File: src/hdl/slab_pkg.sv
package slab_pkg;

    localparam int MAX_ENTRIES_DEF = 256;
    localparam int ADDR_BITS_DEF   = 48;
    localparam int CMDQ_DEPTH      = 2;
    localparam int FIELD_ADDR_W    = 48;
    localparam int SIZE_W          = 17;
    localparam int ECNT_W          = 9;
    localparam int HDR_W           = 16;

    typedef enum logic [1:0] {
        OPC_ALLOC   = 2'd0,
        OPC_FREE    = 2'd1,
        OPC_RELEASE = 2'd2,
        OPC_NOP     = 2'd3
    } t_opcode;

    typedef enum logic [1:0] {
        ST_OK      = 2'd0,
        ST_FULL    = 2'd1,
        ST_BADFREE = 2'd2,
        ST_RSVD    = 2'd3
    } t_status;

    typedef enum logic [1:0] {
        REG_BASE   = 2'd0,
        REG_SIZE   = 2'd1,
        REG_COUNT  = 2'd2,
        REG_HEADER = 2'd3
    } t_reg;

    typedef enum logic [3:0] {
        BS_IDLE,
        BS_HDIV,
        BS_START,
        BS_SCAN,
        BS_MUL,
        BS_ADDR,
        BS_FLOAD,
        BS_FDIV,
        BS_FCHK,
        BS_OUT
    } t_bstate;

    typedef struct packed {
        logic [1:0]              opcode;
        logic [FIELD_ADDR_W-1:0] free_address;
    } t_item;

    typedef struct packed {
        logic [FIELD_ADDR_W-1:0] entry_address;
        logic [7:0]              entry_index;
        t_status                 status;
    } t_result;

    typedef struct packed {
        t_opcode                 op;
        logic [FIELD_ADDR_W-1:0] addr;
    } t_cmd;

    typedef struct packed {
        logic [FIELD_ADDR_W-1:0] base_address;
        logic [SIZE_W-1:0]       entry_bytes;
        logic [ECNT_W-1:0]       entry_count;
        logic [HDR_W-1:0]        header_bytes;
    } t_cfg;

endpackage

File: src/hdl/slab_front.sv
module slab_front (
    input  logic                  i_clk,
    input  logic                  i_rst_n,
    input  logic                  i_push,
    input  slab_pkg::t_item       i_item,
    output logic                  o_full,
    input  logic                  i_q_full,
    output logic                  o_q_push,
    output slab_pkg::t_cmd        o_q_cmd
);
    import slab_pkg::*;

    logic  r_valid, n_valid;
    t_cmd  r_cmd, n_cmd;
    logic  move, take;

    assign move     = r_valid && !i_q_full;
    assign o_full   = r_valid && i_q_full;
    assign take     = i_push && !o_full;
    assign o_q_push = move;
    assign o_q_cmd  = r_cmd;

    always_comb begin
        n_valid = r_valid;
        n_cmd   = r_cmd;
        if (take) begin
            n_valid = 1'b1;
            n_cmd.addr = i_item.free_address;
            case (t_opcode'(i_item.opcode))
                OPC_ALLOC:   n_cmd.op = OPC_ALLOC;
                OPC_FREE:    n_cmd.op = OPC_FREE;
                OPC_RELEASE: n_cmd.op = OPC_RELEASE;
                default:     n_cmd.op = OPC_NOP;
            endcase
        end else if (move) begin
            n_valid = 1'b0;
        end
    end

    always_ff @(posedge i_clk) begin
        if (!i_rst_n) begin
            r_valid <= 1'b0;
        end else begin
            r_valid <= n_valid;
        end
        r_cmd <= n_cmd;
    end

endmodule

File: src/hdl/slab_cmdq.sv
module slab_cmdq #(
    parameter int DEPTH = slab_pkg::CMDQ_DEPTH
) (
    input  logic            i_clk,
    input  logic            i_rst_n,
    input  logic            i_push,
    input  slab_pkg::t_cmd  i_cmd,
    output logic            o_full,
    input  logic            i_pop,
    output logic            o_empty,
    output slab_pkg::t_cmd  o_cmd
);
    import slab_pkg::*;

    localparam int PTR_W = (DEPTH > 1) ? $clog2(DEPTH) : 1;
    localparam int CNT_W = $clog2(DEPTH + 1);

    t_cmd             r_mem [DEPTH];
    logic [PTR_W-1:0] r_wp, r_rp;
    logic [CNT_W-1:0] r_cnt;
    logic             do_push, do_pop;

    assign o_full  = (r_cnt == CNT_W'(DEPTH));
    assign o_empty = (r_cnt == '0);
    assign o_cmd   = r_mem[r_rp];
    assign do_push = i_push && !o_full;
    assign do_pop  = i_pop && !o_empty;

    always_ff @(posedge i_clk) begin
        if (!i_rst_n) begin
            r_wp  <= '0;
            r_rp  <= '0;
            r_cnt <= '0;
        end else begin
            if (do_push) begin
                r_wp <= (r_wp == PTR_W'(DEPTH - 1)) ? '0 : r_wp + 1'b1;
            end
            if (do_pop) begin
                r_rp <= (r_rp == PTR_W'(DEPTH - 1)) ? '0 : r_rp + 1'b1;
            end
            if (do_push && !do_pop) begin
                r_cnt <= r_cnt + 1'b1;
            end else if (do_pop && !do_push) begin
                r_cnt <= r_cnt - 1'b1;
            end
        end
        if (do_push) begin
            r_mem[r_wp] <= i_cmd;
        end
    end

endmodule

File: src/hdl/slab_back.sv
module slab_back #(
    parameter int MAX_ENTRIES = slab_pkg::MAX_ENTRIES_DEF,
    parameter int ADDR_BITS   = slab_pkg::ADDR_BITS_DEF
) (
    input  logic              i_clk,
    input  logic              i_rst_n,
    input  slab_pkg::t_cfg    i_cfg,
    input  logic              i_q_empty,
    input  slab_pkg::t_cmd    i_q_cmd,
    output logic              o_q_pop,
    output logic              o_empty,
    input  logic              i_pop,
    output slab_pkg::t_result o_result
);
    import slab_pkg::*;

    localparam int IDX_W  = $clog2(MAX_ENTRIES);
    localparam int CNT_W  = $clog2(MAX_ENTRIES + 1);
    localparam int CW     = (CNT_W > ECNT_W) ? CNT_W : ECNT_W;
    localparam int SCW    = (MAX_ENTRIES >= 16) ? 16 : MAX_ENTRIES;
    localparam int SB_W   = $clog2(MAX_ENTRIES + 2 * SCW + 1);
    localparam int DC_W   = $clog2(ADDR_BITS + 1);
    localparam int QW     = (ADDR_BITS > CW) ? ADDR_BITS : CW;
    localparam int PROD_W = IDX_W + SIZE_W;

    t_bstate                r_state, n_state;
    t_cmd                   r_cmd;
    logic [MAX_ENTRIES-1:0] r_map;
    logic [ADDR_BITS-1:0]   r_dvd;
    logic [SIZE_W-1:0]      r_rem;
    logic [DC_W-1:0]        r_dcnt;
    logic [ADDR_BITS-1:0]   r_start;
    logic [SB_W-1:0]        r_sbase;
    logic [IDX_W-1:0]       r_idx;
    logic [PROD_W-1:0]      r_prod;
    t_result                r_pend;
    t_result                r_res;
    logic                   r_res_valid;

    logic [SIZE_W-1:0]      sz;
    logic [CW-1:0]          cnt;
    logic [SIZE_W:0]        trial;
    logic                   qbit;
    logic [SIZE_W-1:0]      rem_next;
    logic                   found;
    logic [SB_W-1:0]        found_g;
    logic [SB_W-1:0]        g;
    logic [QW-1:0]          q_ext;
    logic                   fire_load;

    assign sz  = (i_cfg.entry_bytes == '0) ? SIZE_W'(1) : i_cfg.entry_bytes;
    assign cnt = (CW'(i_cfg.entry_count) > CW'(MAX_ENTRIES)) ? CW'(MAX_ENTRIES)
                                                            : CW'(i_cfg.entry_count);

    // one restoring-division step
    assign trial    = {r_rem, r_dvd[ADDR_BITS-1]};
    assign qbit     = (trial >= {1'b0, sz});
    assign rem_next = qbit ? SIZE_W'(trial - {1'b0, sz}) : SIZE_W'(trial);

    // first free entry in the current chunk
    always_comb begin
        found   = 1'b0;
        found_g = '0;
        for (int j = SCW - 1; j >= 0; j--) begin
            g = r_sbase + SB_W'(j);
            if ((g < SB_W'(cnt)) && !r_map[g[IDX_W-1:0]]) begin
                found   = 1'b1;
                found_g = g;
            end
        end
    end

    assign q_ext     = QW'(r_dvd);
    assign o_q_pop   = (r_state == BS_IDLE) && !i_q_empty;
    assign fire_load = o_q_pop;
    assign o_empty   = !r_res_valid;
    assign o_result  = r_res;

    always_comb begin
        n_state = r_state;
        case (r_state)
            BS_IDLE: begin
                if (fire_load) begin
                    if (i_q_cmd.op == OPC_ALLOC || i_q_cmd.op == OPC_FREE) begin
                        n_state = BS_HDIV;
                    end else begin
                        n_state = BS_OUT;
                    end
                end
            end
            BS_HDIV:  n_state = (r_dcnt == DC_W'(1)) ? BS_START : BS_HDIV;
            BS_START: n_state = (r_cmd.op == OPC_ALLOC) ? BS_SCAN : BS_FLOAD;
            BS_SCAN: begin
                if (found) begin
                    n_state = BS_MUL;
                end else if ((r_sbase + SB_W'(SCW)) >= SB_W'(cnt)) begin
                    n_state = BS_OUT;
                end
            end
            BS_MUL:   n_state = BS_ADDR;
            BS_ADDR:  n_state = BS_OUT;
            BS_FLOAD: n_state = BS_FDIV;
            BS_FDIV:  n_state = (r_dcnt == DC_W'(1)) ? BS_FCHK : BS_FDIV;
            BS_FCHK:  n_state = BS_OUT;
            BS_OUT:   n_state = (!r_res_valid || i_pop) ? BS_IDLE : BS_OUT;
            default:  n_state = BS_IDLE;
        endcase
    end

    always_ff @(posedge i_clk) begin
        if (!i_rst_n) begin
            r_state     <= BS_IDLE;
            r_map       <= '0;
            r_res_valid <= 1'b0;
        end else begin
            r_state <= n_state;
            if (r_state == BS_OUT && (!r_res_valid || i_pop)) begin
                r_res_valid <= 1'b1;
            end else if (i_pop) begin
                r_res_valid <= 1'b0;
            end
            if (fire_load && i_q_cmd.op == OPC_RELEASE) begin
                r_map <= '0;
            end
            if (r_state == BS_SCAN && found) begin
                r_map[found_g[IDX_W-1:0]] <= 1'b1;
            end
            if (r_state == BS_FCHK && r_rem == '0 && q_ext < QW'(cnt)) begin
                r_map[r_dvd[IDX_W-1:0]] <= 1'b0;
            end
        end

        case (r_state)
            BS_IDLE: begin
                r_cmd  <= i_q_cmd;
                r_pend <= '{entry_address: '0, entry_index: '0, status: ST_OK};
                r_rem  <= '0;
                r_dcnt <= DC_W'(HDR_W);
                r_dvd  <= ADDR_BITS'(i_cfg.header_bytes) << (ADDR_BITS - HDR_W);
            end
            BS_HDIV, BS_FDIV: begin
                r_rem  <= rem_next;
                r_dvd  <= {r_dvd[ADDR_BITS-2:0], qbit};
                r_dcnt <= r_dcnt - 1'b1;
            end
            BS_START: begin
                r_start <= ADDR_BITS'(i_cfg.base_address) + ADDR_BITS'(i_cfg.header_bytes)
                         + ADDR_BITS'(sz - r_rem);
                r_sbase <= '0;
            end
            BS_SCAN: begin
                r_sbase <= r_sbase + SB_W'(SCW);
                r_idx   <= found_g[IDX_W-1:0];
                // report full only once the last chunk has come up empty
                if (!found && ((r_sbase + SB_W'(SCW)) >= SB_W'(cnt))) begin
                    r_pend.status <= ST_FULL;
                end
            end
            BS_MUL: begin
                r_prod <= PROD_W'(r_idx) * PROD_W'(sz);
            end
            BS_ADDR: begin
                r_pend.entry_address <= FIELD_ADDR_W'(r_start + ADDR_BITS'(r_prod));
                r_pend.entry_index   <= 8'(r_idx);
            end
            BS_FLOAD: begin
                r_dvd  <= ADDR_BITS'(r_cmd.addr) - r_start;
                r_rem  <= '0;
                r_dcnt <= DC_W'(ADDR_BITS);
            end
            BS_FCHK: begin
                if (r_rem != '0 || q_ext >= QW'(cnt)) begin
                    r_pend.status <= ST_BADFREE;
                end else begin
                    r_pend.entry_index <= 8'(r_dvd);
                end
            end
            BS_OUT: begin
                if (!r_res_valid || i_pop) begin
                    r_res <= r_pend;
                end
            end
            default: begin
                r_idx <= r_idx;
            end
        endcase
    end

endmodule

File: src/hdl/slab_bitmap_allocator_core.sv
// Bitmap slab allocator, first fit, one used bit per entry.
// Requests enter through a queue-style port: drive i_item and raise push; the
// transfer happens on a clock edge with push high and full low. Opcode 0 takes
// the lowest free entry, 1 frees the entry at free_address, 2 releases all,
// 3 does nothing. Every request yields exactly one result, in request order,
// shown on o_result while empty is low and taken on an edge with pop high.
// A front stage decodes requests into a two-entry command queue; a back
// engine executes them one at a time and holds the result in an output
// register, so requests keep flowing in while a result waits to be taken.
// Release-all and nop go straight to the output stage; alloc takes a
// 16-step header remainder, then a 16-entry-per-cycle bitmap scan, a
// multiply and an add; free takes the header remainder, then the
// one-bit-per-cycle restoring divider that turns the offset back into an
// index. Queued requests overlap the front and queue stages, so new
// requests are taken in while the back engine works on an earlier one.
// Reset (synchronous, active low) frees every entry, empties both queues
// and loads the configuration defaults. A stalled receiver holds the result;
// the back engine then stops and the command queue fills up to raise full.
// Configuration is over an APB-style port, registers at 8-byte strides.
module slab_bitmap_allocator_core #(
    parameter int MAX_ENTRIES = slab_pkg::MAX_ENTRIES_DEF,
    parameter int ADDR_BITS   = slab_pkg::ADDR_BITS_DEF
) (
    input  logic              i_clk,
    input  logic              i_rst_n,
    input  logic              push,
    output logic              full,
    input  slab_pkg::t_item   i_item,
    output logic              empty,
    input  logic              pop,
    output slab_pkg::t_result o_result,
    input  logic              psel,
    input  logic              penable,
    input  logic              pwrite,
    input  logic [4:0]        paddr,
    input  logic [63:0]       pwdata,
    output logic [63:0]       prdata,
    output logic              pready
);
    import slab_pkg::*;

    t_cfg  r_cfg;
    t_reg  reg_sel;
    logic  cfg_wr;

    logic  q_full, q_push, q_empty, q_pop;
    t_cmd  front_cmd, q_cmd;

    // register file: index by the 8-byte slot, ignore the low byte lane bits
    assign reg_sel = t_reg'(paddr[4:3]);
    assign pready  = 1'b1;
    assign cfg_wr  = psel && penable && pwrite && pready;

    always_ff @(posedge i_clk) begin
        if (!i_rst_n) begin
            r_cfg.base_address <= '0;
            r_cfg.entry_bytes  <= SIZE_W'(64);
            r_cfg.entry_count  <= '0;
            r_cfg.header_bytes <= '0;
        end else if (cfg_wr) begin
            case (reg_sel)
                REG_BASE:   r_cfg.base_address <= pwdata[FIELD_ADDR_W-1:0];
                REG_SIZE:   r_cfg.entry_bytes  <= pwdata[SIZE_W-1:0];
                REG_COUNT:  r_cfg.entry_count  <= pwdata[ECNT_W-1:0];
                REG_HEADER: r_cfg.header_bytes <= pwdata[HDR_W-1:0];
                default:    r_cfg <= r_cfg;
            endcase
        end
    end

    always_comb begin
        case (reg_sel)
            REG_BASE:   prdata = 64'(r_cfg.base_address);
            REG_SIZE:   prdata = 64'(r_cfg.entry_bytes);
            REG_COUNT:  prdata = 64'(r_cfg.entry_count);
            REG_HEADER: prdata = 64'(r_cfg.header_bytes);
            default:    prdata = '0;
        endcase
    end

    // decode stage: accept and classify requests
    slab_front u_front (
        .i_clk    (i_clk),
        .i_rst_n  (i_rst_n),
        .i_push   (push),
        .i_item   (i_item),
        .o_full   (full),
        .i_q_full (q_full),
        .o_q_push (q_push),
        .o_q_cmd  (front_cmd)
    );

    // decouple decode from execution
    slab_cmdq #(
        .DEPTH (CMDQ_DEPTH)
    ) u_cmdq (
        .i_clk   (i_clk),
        .i_rst_n (i_rst_n),
        .i_push  (q_push),
        .i_cmd   (front_cmd),
        .o_full  (q_full),
        .i_pop   (q_pop),
        .o_empty (q_empty),
        .o_cmd   (q_cmd)
    );

    // execution engine: bitmap, divider, address math, result register
    slab_back #(
        .MAX_ENTRIES (MAX_ENTRIES),
        .ADDR_BITS   (ADDR_BITS)
    ) u_back (
        .i_clk     (i_clk),
        .i_rst_n   (i_rst_n),
        .i_cfg     (r_cfg),
        .i_q_empty (q_empty),
        .i_q_cmd   (q_cmd),
        .o_q_pop   (q_pop),
        .o_empty   (empty),
        .i_pop     (pop),
        .o_result  (o_result)
    );

    // a failed request never carries an address
    a_fail_no_addr: assert property (@(posedge i_clk) disable iff (!i_rst_n)
        (!empty && o_result.status != ST_OK) |-> (o_result.entry_address == '0))
        else $error("failed request carries an address");

    // a rejected free reports no index
    a_bad_no_index: assert property (@(posedge i_clk) disable iff (!i_rst_n)
        (!empty && o_result.status == ST_BADFREE) |-> (o_result.entry_index == '0))
        else $error("rejected free carries an index");

    // nothing waits on the result side right after reset
    a_reset_empty: assert property (@(posedge i_clk)
        !$past(i_rst_n) |-> empty)
        else $error("result pending after reset");

    // no status code beyond bad free is ever produced
    a_status_range: assert property (@(posedge i_clk) disable iff (!i_rst_n)
        !empty |-> (o_result.status != ST_RSVD))
        else $error("reserved status code");

endmodule
File: config.mk
export PLATFORM = sky130hd
export DESIGN_NAME = slab_bitmap_allocator_core
export DESIGN_NICKNAME = d
export VERILOG_FILES = /design/src/hdl/slab_pkg.sv /design/src/hdl/slab_front.sv /design/src/hdl/slab_cmdq.sv /design/src/hdl/slab_back.sv /design/src/hdl/slab_bitmap_allocator_core.sv
export SDC_FILE = /design/constraint.sdc
export NUM_CORES = 2
export LEC_CHECK = 0
export ABC_CLOCK_PERIOD_IN_PS = 9200
export BUFFER_PORTS_ARGS = -buffer_cell sky130_fd_sc_hd__clkbuf_2
export CORE_MARGIN = 3
export CORE_UTILIZATION = 55
export DETAILED_ROUTE_END_ITERATION = 12
export PLACE_DENSITY = 0.84
export SKIP_LAST_GASP = 1
export SYNTH_ARGS = -nofsm -noshare
export SYNTH_HDL_FRONTEND = slang
export SYNTH_SLANG_ARGS = --single-unit
File: constraint.sdc
create_clock -name i_clk -period 9.2 [get_ports i_clk]
set_input_delay 0.92 -clock i_clk [delete_from_list [all_inputs] [get_ports i_clk]]
set_output_delay 0.92 -clock i_clk [all_outputs]
set_load 0.005 [all_outputs]
Word-level counts from Yosys, hierarchy flattened
Memories as Yosys holds them, arrays and structs flattened. A register that Yosys moved wholly into a read port is not among the register bits.
Cells that the tools add are included.
{"block": "totals", "regBits": 733, "ramBits": 100, "word_cells": 322, "memories": 1}
{"block": "classes", "add_sub_neg": 27, "n_mul": 1, "magnitude_cmp": 41, "eq_ne": 23, "muxes": 109, "n_bitwise": 3, "reduce_logical": 89}
{"name": "u_cmdq.r_mem", "depth": 2, "width": 50, "rd": 1, "rd_clocked_by_memory_dff": 1, "write_ports": 1, "line": "slab_cmdq.sv:18", "rtl": "t_cmd r_mem [DEPTH];"}
{"op": "2-to-1 mux 256 bit", "count": 5}
{"op": "bitwise AND 256 bit", "count": 1}
{"op": "inverter 256 bit", "count": 1}
{"op": "bitwise OR 256 bit", "count": 1}
{"op": "case mux 64 bit (4 select lines)", "count": 1}
{"op": "< comparator 8 x 9 -> 1 bit (second input constant)", "count": 18}
{"op": "< comparator 9 bit", "count": 16}
{"op": "case mux 48 bit (3 select lines)", "count": 1}
{"op": "2-to-1 mux 8 bit", "count": 17}
{"op": "binary-select mux 1 bit (select 8 bit)", "count": 16}
{"op": "case mux 48 bit (2 select lines)", "count": 1}
{"op": "adder 9 x 4 -> 9 bit (second input constant)", "count": 8}
{"op": "adder 48 x 16 -> 48 bit", "count": 1}
{"op": "adder 48 x 25 -> 48 bit", "count": 1}
{"op": "adder 48 bit", "count": 1}
{"op": ">= comparator 48 x 9 -> 1 bit", "count": 1}
{"op": "< comparator 48 x 9 -> 1 bit", "count": 1}
{"op": "subtractor 48 bit", "count": 1}
{"op": "2-to-1 mux 1 bit", "count": 44}
{"op": "adder 9 x 3 -> 9 bit (second input constant)", "count": 4}
{"op": "case mux 4 bit (9 select lines)", "count": 1}
{"op": "logical AND 1 bit", "count": 34}
{"op": "logical NOT 17 bit", "count": 2}
{"op": "2-to-1 mux 17 bit", "count": 2}
{"op": "other kinds (44)", "count": 114}

Longest topological paths before layout
{"block": "depth", "depth_word": 30, "ltp_mapped": 30, "ltp_nobuf": 30}

By module
From an unflattened synthesis, not the netlist that was laid out.
{"block": "hier_totals", "hier_cells": 4652, "area_unflattened_um2": 48436.5}
{"mod": "slab_back", "instances": 1, "cells_per_inst": 3972, "area_per_inst_um2": 38867.3, "seq_area_each_um2": 14924.3}
{"mod": "slab_bitmap_allocator_core", "instances": 1, "cells_per_inst": 442, "area_per_inst_um2": 4181.5, "seq_area_each_um2": 1801.7}
{"mod": "slab_cmdq", "instances": 1, "cells_per_inst": 181, "area_per_inst_um2": 3828.7, "seq_area_each_um2": 3103.0}
{"mod": "slab_front", "instances": 1, "cells_per_inst": 57, "area_per_inst_um2": 1559.0, "seq_area_each_um2": 1521.5}

Least setup slack after synthesis
Ideal clock, no wire load.
{"block": "synth_timing", "path_kind": "register to register", "startpoint": "reg r_cfg[34] (netlist name)", "endpoint": "reg u_back.r_start[47] (data pin)", "setup_time_ps": 261, "arrival_time_ps": 6181, "required_ps": 8939, "path_slack_ps": 2758, "stages_incl_launch_ff": 28, "n_path_buf": 1, "cell_sequence": "dfxtp_1 nor4_1 nand2_1 nor4_1 a31o_2 inv_1 ha_1 nor2b_1 o31ai_1 a22oi_1 a211oi_1 a21oi_1 a21oi_1 o21bai_1 a31oi_1 ha_1 ha_1 clkbuf_1 a21o_1 a21o_1 a21oi_1 nand3_1 nor3_1 o21ai_0 a311oi_1 o21ai_0 a21oi_1 xnor2_1"}
{"block": "synth_between", "elab_chain_cells": 4}
{"item": "start: declaration", "line": "slab_bitmap_allocator_core.sv:42", "rtl": "t_cfg r_cfg;"}
{"item": "start signal: assignment", "line": "slab_bitmap_allocator_core.sv:66", "rtl": "default: r_cfg <= r_cfg;"}
{"item": "logical NOT 17 bit", "line": "slab_back.sv:51", "rtl": "assign sz = (i_cfg.entry_bytes == '0) ? SIZE_W'(1) : i_cfg.entry_bytes;"}
{"item": "2-to-1 mux 17 bit (*)", "line": "slab_back.sv:51"}
{"item": "subtractor 17 x 17 -> 18 bit (*)", "line": "slab_back.sv:148", "rtl": "+ ADDR_BITS'(sz - r_rem);"}
{"item": "adder 48 bit (*)", "line": "slab_back.sv:148"}
{"item": "end signal: assignment", "line": "slab_back.sv:147", "rtl": "r_start <= ADDR_BITS'(i_cfg.base_address) + ADDR_BITS'(i_cfg.header_bytes)"}
{"item": "end: declaration", "line": "slab_back.sv:32", "rtl": "logic [ADDR_BITS-1:0] r_start;"}
Every way passes the cells marked *; elsewhere a longest branch is shown, timed or not.
A chain may end at the register's enable or synchronous reset.

Worst setup path in the final report
{"block": "layout_timing", "startpoint": "reg r_cfg[33] (netlist name)", "endpoint": "reg u_back.r_start[47] (data pin)"}
Same word-level chain as after synthesis.

==> results.sh <==
export IMPL_postSynthCellCount=4733
export IMPL_num_nets_final=5274
export IMPL_rows=107
export IMPL_combPwrFrac_pct=29.8
export IMPL_final_cell_mix="edfxtp_1 (473), nand2_1 (434), nor2_1 (366)"
export IMPL_rsz0062_at_grt="no"
export IMPL_setup_viol=0
export IMPL_setup_ws_ps=1895
export IMPL_worstSkewPairLatency_ps=670
export IMPL_overflow=0
export IMPL_initial_core_util_pct=56.02
export IMPL_fillers=6730
export IMPL_tritoncts="done"
export IMPL_dp_slack_ps=2086
export IMPL_wl_met2_um=61090
export IMPL_crit_path_top_delay_cell="dfxtp_1"
export IMPL_synth_edf_count=473
export IMPL_cpLargestDelayFamily="compound AO/OA/AOI/OAI gates"
export IMPL_yosysWarnings=0
export IMPL_grt_usage_pct=28.97
export IMPL_clock_path_buffers=3
export IMPL_synthFlopType="edfxtp_1"
export IMPL_grt_max_degree=157
export IMPL_highest_layer="met5"
export IMPL_yosysSeqAreaShare_pct=44.27
export IMPL_cp_end_kind="flop"
export IMPL_powerDensity_nw_per_um2=232.0
export IMPL_drv_cap=0
export IMPL_htree_levels=3
export IMPL_drcViolationCount=0
export IMPL_cts_setup_buffers=0
export IMPL_antenna_found_initial=3
export IMPL_fmax_ghz=0.1369
export IMPL_min_path_type="flop to flop"
export IMPL_status="completed"
export IMPL_die_h_um=302.1
export IMPL_crit_arrival_ps=7700
export IMPL_stdcell_area_um2=52850
export IMPL_hpwlAfterDp_um=94510
export IMPL_clk_pin_slew_worst_paths_ps=60
export IMPL_ys_ff_latch=830
export IMPL_clockPowerShare_pct=29.1
export IMPL_place_port_buffers=214
export IMPL_synthArstFlopShare_pct=0
export IMPL_swShare_pct=34.48
export IMPL_drive_gt1_share_pct=12.67
export IMPL_p_int_mw=8.033
export IMPL_hold_buffers=0
export IMPL_crit_top_cell="o21ai_0"
export IMPL_timing_critical_path_buf_inv=3
export IMPL_grt_pass1_wl_um=206600
export IMPL_synth_avg_cell_area_um2=10.19
export IMPL_vias_per_cell=6.308
export IMPL_diodes=0
export IMPL_clkSinkCount=830
export IMPL_min_period_over_period_pct=79.40
export IMPL_io_pins=251
export IMPL_cp_start_kind="flop"
export IMPL_regArea_um2=21350
export IMPL_skew_ps=44.54
export IMPL_p_seq_share_pct=41.0
export IMPL_grt_pass1_vias=36210
export IMPL_synth_distinct_cells=90
export IMPL_wirelength_um=134800
export IMPL_r2r_start="r_cfg[33]"
export IMPL_placed_area_um2=49930
export IMPL_p_switching_mw=4.227
export IMPL_setup_tns_ps=0
export IMPL_die_w_um=302.1
export IMPL_core_area_um2=86080
export IMPL_areaGrowthSynthToFinish_pct=9.590
export IMPL_wl_met3_um=14130
export IMPL_final_common_cell="edfxtp_1"
export IMPL_multi_input_area_um2=24550
export IMPL_dieArea_um2=91270
export IMPL_hold_viol_final=0
export IMPL_cts_resized=0
export IMPL_peakVddDrop_v=0.0001780
export IMPL_period_minus_slack_ps=7305
export IMPL_path_max_fanout=13
export IMPL_synth_area_um2=48220
export IMPL_slew_viol_final=0
export IMPL_vias=37840
export IMPL_met1Wirelength_um=53020
export IMPL_wl_per_cell_um=22.48
export IMPL_critPathRequiredTime_ps=9590
export IMPL_numCtsBuffers=87
export IMPL_hold_path_startpoint="u_back.r_pend[12]"
export IMPL_drtAntennaViolNets=0
export IMPL_drtIter0Drc=4737
export IMPL_cts_root_buf="clkbuf_16"
export IMPL_max_stage_delay_ps=520
export IMPL_slew_limit_headroom_pct=10.13
export IMPL_leakagePower_nw=20.38
export IMPL_drtPass1Iterations=8
export IMPL_worst_pin_slew_ps=1344
export IMPL_critPathKind="flop to flop"
export IMPL_cp_startpoint="r_cfg[33]"
export IMPL_gp_congestion=0.9794
==> state kept, by name, indices dropped and copies added (netlist names), 17 cells and up, named ones only <==
signal	flops
r_cfg	90
u_back.o_result	58
u_back.q_ext	48
u_back.r_cmd	50
u_back.r_map	256
u_back.r_pend	58
u_back.r_prod	25
u_back.r_rem	17
u_back.r_start	48
u_cmdq.r_mem	100
u_front.o_q_cmd	50
==> final cells by class <==
cell class / instances / share of cell area [%]
Clock inverter: 50 / 1.030
Tap cell: 1144 / 2.709
Inverter: 303 / 2.152
Multi-Input combinational cell: 3301 / 46.46
Clock buffer: 108 / 4.484
Sequential cell: 830 / 40.40
Timing Repair Buffer: 263 / 2.763
==> metal layers <==
layer,up-vias,track usage [%]
met5,-,0
met4,4,12.96
met3,393,6.345
met2,2068,44.91
met1,18190,39.19
li1,17190,-
==> power groups by stage <==
stage                     registers [mW]  logic [mW]  clock network, mW
after floorplan                     4.89        2.71                  0
after global placement              5.07        3.49                  0
after detailed placement            5.09        3.55                  0
after CTS                           5.01        3.60               3.61
after global routing                5.06        4.01               3.75
final                               5.03        3.66               3.57
==> final timing paths <==
path | endpoint | slack, ps | depth (start not counted)
setup reg to reg | u_back.r_start[47] | 1900 | 30
setup / recovery | u_back.r_start[47] | 1900 | 30
hold / removal | u_back.o_result[12] | 400 | 0
hold reg to reg | u_back.o_result[12] | 400 | 0
==> cells by family (layout without fill, tap and decap cells) <==
| kind of cell | after synthesis | count (layout) | synth area share [%] |
|---|---|---|---|
| compound gates | 1230 | 1230 | 16.81 |
| xor+xnor | 169 | 169 | 3.069 |
| fa+ha+maj | 362 | 362 | 11.12 |
| buf+inv | 617 | 724 | 5.174 |
| flops | 830 | 830 | 44.27 |
| mux | 156 | 156 | 5.327 |
| other cells | 2 | 17 | 0.01557 |
| simple gates | 1367 | 1367 | 14.21 |
==> cells in the mapped netlist (all sizes together), types with 63 or more instances <==
| cell | number | area share [%] |
|---|---|---|
| inv | 303 | 2.4 |
| a21oi | 156 | 1.6 |
| buf | 77 | 0.97 |
| nor2 | 369 | 2.9 |
| o2111ai | 99 | 1.8 |
| and2 | 126 | 1.6 |
| fa | 111 | 4.6 |
| nand3 | 78 | 0.81 |
| mux4 | 75 | 3.5 |
| nor3 | 67 | 0.71 |
| nand2 | 436 | 3.4 |
| a21boi | 88 | 1.4 |
| a21o | 75 | 1.2 |
| o21ai | 403 | 4.2 |
| xnor2 | 113 | 2.1 |
| clkbuf | 237 | 1.8 |
| a22oi | 186 | 2.9 |
| ha | 251 | 6.5 |
| edfxtp | 473 | 29 |
| dfxtp | 357 | 15 |
| nor2b | 63 | 0.82 |
==> through the flow <==
step	hold WS, ps	total power [mW]	util (%)	cells
2_1_floorplan	400.3	7.602	-	4748
3_3_place_gp	400.5	8.563	58.00	5841
3_5_place_dp	404.5	8.641	58.00	5841
4_1_cts	374.4	12.22	61.39	5999
5_1_grt	380.5	12.82	61.39	5999
6_report	397.3	12.26	61.39	5999
No activity file was read; power rests on OpenSTA's default activity.
